<file path="src/rtl/core/tri_div_cell.sv">
`default_nettype none
// ---------------------------------------------------------------------------
// tri_div_cell: one restoring division step
// Resolves one quotient bit for both coordinates and hands the partial
// remainders and side data to the next cell.
// ---------------------------------------------------------------------------
module tri_div_cell #(
   parameter  int REM_W  = 90,
   parameter  int DEN_W  = 71,
   parameter  int Q_W    = 19,
   parameter  int BIT    = 0,
   parameter  int SIDE_W = 38,
   localparam int SW     = REM_W + 1
) (
   input  logic              clock,
   input  logic              reset,
   input  logic              en,
   input  logic              valid_i,
   input  logic [REM_W-1:0]  rem_x_i,
   input  logic [REM_W-1:0]  rem_y_i,
   input  logic [DEN_W-1:0]  den_i,
   input  logic [Q_W-1:0]    q_x_i,
   input  logic [Q_W-1:0]    q_y_i,
   input  logic [SIDE_W-1:0] side_i,
   output logic              valid_o,
   output logic [REM_W-1:0]  rem_x_o,
   output logic [REM_W-1:0]  rem_y_o,
   output logic [DEN_W-1:0]  den_o,
   output logic [Q_W-1:0]    q_x_o,
   output logic [Q_W-1:0]    q_y_o,
   output logic [SIDE_W-1:0] side_o
);

   logic [SW-1:0]    den_sh;
   logic [SW-1:0]    trial_x, trial_y;
   logic             valid_ff;
   logic [REM_W-1:0] rem_x_ff, rem_y_ff;
   logic [DEN_W-1:0] den_ff;
   logic [Q_W-1:0]   q_x_ff, q_y_ff;
   logic [SIDE_W-1:0] side_ff;

   // trial subtract of the aligned divisor
   always_comb begin
      den_sh  = SW'(den_i) << BIT;
      trial_x = SW'(rem_x_i) - den_sh;
      trial_y = SW'(rem_y_i) - den_sh;
   end

   always_ff @(posedge clock) begin
      if (reset) begin
         valid_ff <= 1'b0;
      end else if (en) begin
         valid_ff <= valid_i;
      end
   end

   // keep or restore, set the quotient bit
   always_ff @(posedge clock) begin
      if (en) begin
         rem_x_ff <= trial_x[SW-1] ? rem_x_i : trial_x[REM_W-1:0];
         rem_y_ff <= trial_y[SW-1] ? rem_y_i : trial_y[REM_W-1:0];
         q_x_ff   <= trial_x[SW-1] ? q_x_i : (q_x_i | (Q_W'(1) << BIT));
         q_y_ff   <= trial_y[SW-1] ? q_y_i : (q_y_i | (Q_W'(1) << BIT));
         den_ff   <= den_i;
         side_ff  <= side_i;
      end
   end

   assign valid_o = valid_ff;
   assign rem_x_o = rem_x_ff;
   assign rem_y_o = rem_y_ff;
   assign den_o   = den_ff;
   assign q_x_o   = q_x_ff;
   assign q_y_o   = q_y_ff;
   assign side_o  = side_ff;

endmodule
`default_nettype wire

</file>
<file path="config.mk">
export PLATFORM = sky130hd
export DESIGN_NAME = tri_div_cell
export DESIGN_NICKNAME = d
export VERILOG_FILES = /design/src/rtl/core/tri_div_cell.sv
export SDC_FILE = /design/constraint.sdc
export NUM_CORES = 1
export LEC_CHECK = 0
export BUFFER_PORTS_ARGS = -buffer_cell sky130_fd_sc_hd__buf_2
export CORE_AREA = 2 2 255 257
export DETAILED_ROUTE_END_ITERATION = 16
export DIE_AREA = 0 0 257 259
export SETUP_SLACK_MARGIN = 0.02
export SYNTH_ARGS = -nofsm -noshare
export SYNTH_HDL_FRONTEND = slang
export SYNTH_SLANG_ARGS = --single-unit
</file>
<file path="constraint.sdc">
create_clock -name clock -period 6.26 [get_ports clock]
set_input_delay 0.626 -clock clock [delete_from_list [all_inputs] [get_ports clock]]
set_output_delay 0.626 -clock clock [all_outputs]
set_load 0.005 [all_outputs]
</file>
* After elaboration in Yosys (flattened, before gate mapping) *
Cells that the tools add are included.
W data, S select, Z words.

storage, ports and cells
  flip-flop bits (word level) = 328
  input bits = 331
  logic and storage cells = 13
  output and inout bits = 328

operators by class
  mux-type cells = 2
  add/subtract/negate cells = 2

operator list
  kind              number
  $sub A90 B71 Y91  2
  $mux W90          2

* Depth between registers and ports, before layout *
  word-level depth = 2
  depth in mapped cells = 16
  gate-level depth less buffers = 14

* Worst setup path after synthesis *
No wires, ideal clock.

  path type = input-to-reg
  from = in rem_y_i[0]
  to = reg rem_y_ff[76], in the netlist rem_y_o[76] (data pin)
  setup time = 266 ps
  stages on the path = 14
  slack = 2642 ps
  data arrival time = 3353 ps
  data required time = 5994 ps
  path buffers = 0
  cell sequence = inv_1 > ha_1 > inv_1 > fa_1 > a211oi_1 > o21ai_0 > a21oi_1 > a2bb2oi_1 > a21o_1 > nand3_1 > a21oi_1 > or3b_2 > nor3_1 > xor2_1

between the ends
  longest elaborated chain between the ends = 2

RTL lines
  element                 RTL line  source
  start: declaration      20        input logic [REM_W-1:0] rem_y_i,
  $sub A90 B71 Y91        46        trial_y = SW'(rem_y_i) - den_sh;
  $mux W90                61        rem_y_ff <= trial_y[SW-1] ? rem_y_i : trial_y[REM_W-1:0];
  end signal: assignment  61
  end: declaration        37        logic [REM_W-1:0] rem_x_ff, rem_y_ff;

Every way passes these cells.
A chain may end at the register's enable or synchronous reset.

* Final worst setup path *
  from = in rem_y_i[0]
  to = reg rem_y_ff[78], in the netlist rem_y_o[78] (data pin)

Same word-level chain as after synthesis.

==> metrics <==
RSZ-0062 raised after global routing=false; post-synthesis register bit count=328; Final setup viols=0; Slew @ Worst Pin=1210 ps; Post-synth top cells=327 x edfxtp_1, 258 x a21oi_1, 221 x nand2_1; CP Max Fanout=5; Port Buf Inserts=658; Layout area overhead=25.6%; CP arrival=4960 ps; Post-Layout Cell Count=3683; DRC errors left=0; GRT Util Overall=23.2%; dpl cells=3602; Crit path required time=6580 ps; TritonCTS Sinks=328; Critical Path Source Type=input port; Root Buffer=clkbuf_16; antenna violations before repair=12; CP Capture Type=flip-flop; Post-DRT Antenna Nets=0; layout cells sized above 1=27.3%; nets@finish=3265; initial drt markers=1410; sequential fraction of the synthesis area=46.4%; first-pass GRT wire length=119000 um; Netlist cell types=78; Post-Syn Instances=2183; Avg Inst Size Synth=9.72 sq um; Clk Latency, worst-skew pair=560 ps; gp weighted congestion=0.953; final worst path period need=4650 ps; number of max-cap violations=0; status=completed; Max VDD drop=0.236 mV; YS warnings=0; cell family with most CP delay=compound AO/OA/AOI/OAI gates; die area=0.0666 sq mm; CP Cell Sequence=buf_2 > inv_1 > ha_1 > inv_1 > fa_1 > a211oi_1 > o21ai_0 > a21oi_1 > a2bb2oi_1 > nand2_1 > a211oi_1 > o311ai_0 > a21oi_1 > o211ai_1 > xnor2_1; Worst slew margin=19.4%; Worst path max stage delay=660 ps; clock buffer count from CTS=41; DR WL/cell=22.0 um; CP max-delay cell=a211oi_1; Post-Route WL=81000 um; CP Class=input port to flip-flop; Design Area, Final=0.0266 sq mm; CTS H-tree lvls=2; largest cells by area after synthesis=edfxtp_1 46%, ha_1 8.4%, a21oi_1 6.1%, xnor2_1 4.2%, nand2_1 3.9%; area fraction of the dominant cell type after synthesis=46.3%; most common cell in the netlist=edfxtp_1; vias in the first global route=19300; worst hold slack=217 ps; max frequency=215 MHz; Die Ht=259 um; Final Hold Viols=0; syn nets=2658; pin count of the biggest net entering global routing=156; Core Area=0.0639 sq mm; Max Root-Sink Buffers=3; Bufs and invs on worst path=3; HPWL after DPL=66400 um; Initial Util=33.2%; crit share post-route=74.2%; clock skew=0 ps; die width=257 um; worst min-delay path category=input port to flip-flop; clock-pin slew of the registers on the worst-case setup and hold paths=60 ps; Slew Viols, Final=0; Synth Flop Type=edfxtp_1; number of gates resized after cts=0; num ports=659; num rows=93; number of hold buffers added after cts=0; vias per cell=5.29; Synth async-reset ratio=0%; 1st-pass router iterations=5; Leak=11.3 nW; Post-synth EDFFs=327; dpl cell area=0.0253 sq mm; postcts setup bufs=0; aggregate global routing overflow=0; Mapped Area=0.0212 sq mm; leading area contributor after synthesis=edfxtp_1; Cell Pwr Density=264 mW/mm^2; Setup Total Neg Slack=0 ps; vias=19500; TritonCTS clock tree=built; worst reg2reg setup slack=5680 ps
cells by family (layout without fill, tap and decap cells):
| group | Yosys count | in the layout | synth area share (%) |
|---|---|---|---|
| xor+xnor | 170 | 170 | 7.02 |
| compound gates | 663 | 663 | 18.6 |
| simple gates | 638 | 638 | 14.1 |
| buf+inv | 221 | 857 | 4.26 |
| flops | 328 | 328 | 46.4 |
| other cells | 0 | 9 | 0 |
| fa+ha+maj | 144 | 144 | 8.56 |
| mux | 19 | 19 | 0.997 |
worst register-to-register path, stage by stage, from the launching register on:
cell,delay [ps]
dfxtp_1,300
mux2i_1,120
nor2_1,50
final timing paths:
check                             from                    end  depth (start not counted)
setup / recovery            rem_y_i[0]  rem_y_o[78]$_DFFE_PP_                         15
hold / removal                   reset   valid_o$_SDFFE_PP0P_                          2
setup reg to reg  valid_o$_SDFFE_PP0P_   valid_o$_SDFFE_PP0P_                          2
hold reg to reg   valid_o$_SDFFE_PP0P_   valid_o$_SDFFE_PP0P_                          2
state kept, by name, summed over array words and instances (netlist names):
register  count
den_o        71
q_x_o        19
q_y_o        19
rem_x_o      90
rem_y_o      90
side_o       38
valid_o       1
through the flow:
step	power, mW	utilization [%]	setup WS, ps
global route	7.35	41.7	1520
detailed placement	4.62	39.5	1220
global placement	4.61	39.5	1350
CTS	7.10	41.7	1810
finish	7.04	41.7	1610
floorplan	3.79	-	2640
layout make-up:
cell class / count / area, sq um
diodes: 9 / 22.5
clock buffers: 49 / 1080
clock inverters: 23 / 277
fillers: 6327 / 37200
inverters: 116 / 435
multi-input cells: 1634 / 10500
flip-flops and latches: 328 / 9840
well taps: 855 / 1070
repair buffers: 669 / 3420
metal layers:
metal	global-route usage, %	part of all wire, %	routed length, um
met1	29.8	42	34300
met2	39.1	48	38800
met3	4.53	6.6	5370
met4	7.62	3.0	2460
met5	0	0.056	45
cell usage in the layout, fill, tap and decap left out, types with 12 or more instances in the layout:
cell type	Yosys	routed
o21ai_1	53	53
nand3_1	25	25
nand2_1	221	221
xnor2_1	102	102
a21o_1	63	63
a211oi_1	16	16
nor3_1	39	39
o21bai_1	36	36
clkbuf_16	0	41
a21oi_1	258	258
a31oi_1	20	19
nor2_1	173	173
nand4_1	67	67
and3_1	14	14
ha_1	142	142
o21ai_0	122	122
nor4_1	17	17
xor2_1	68	68
buf_2	2	657
mux2_2	15	15
nand2b_1	12	12
inv_1	116	116
edfxtp_1	327	327
power breakdown:
part | switching, mW | total, mW | internal, mW
sequential | 0.0863 | 2.84 | 2.75
combinational | 1.05 | 1.75 | 0.698
clock | 1.01 | 2.45 | 1.44
total | 2.14 | 7.04 | 4.89
Power figures use the tool's default switching activity.
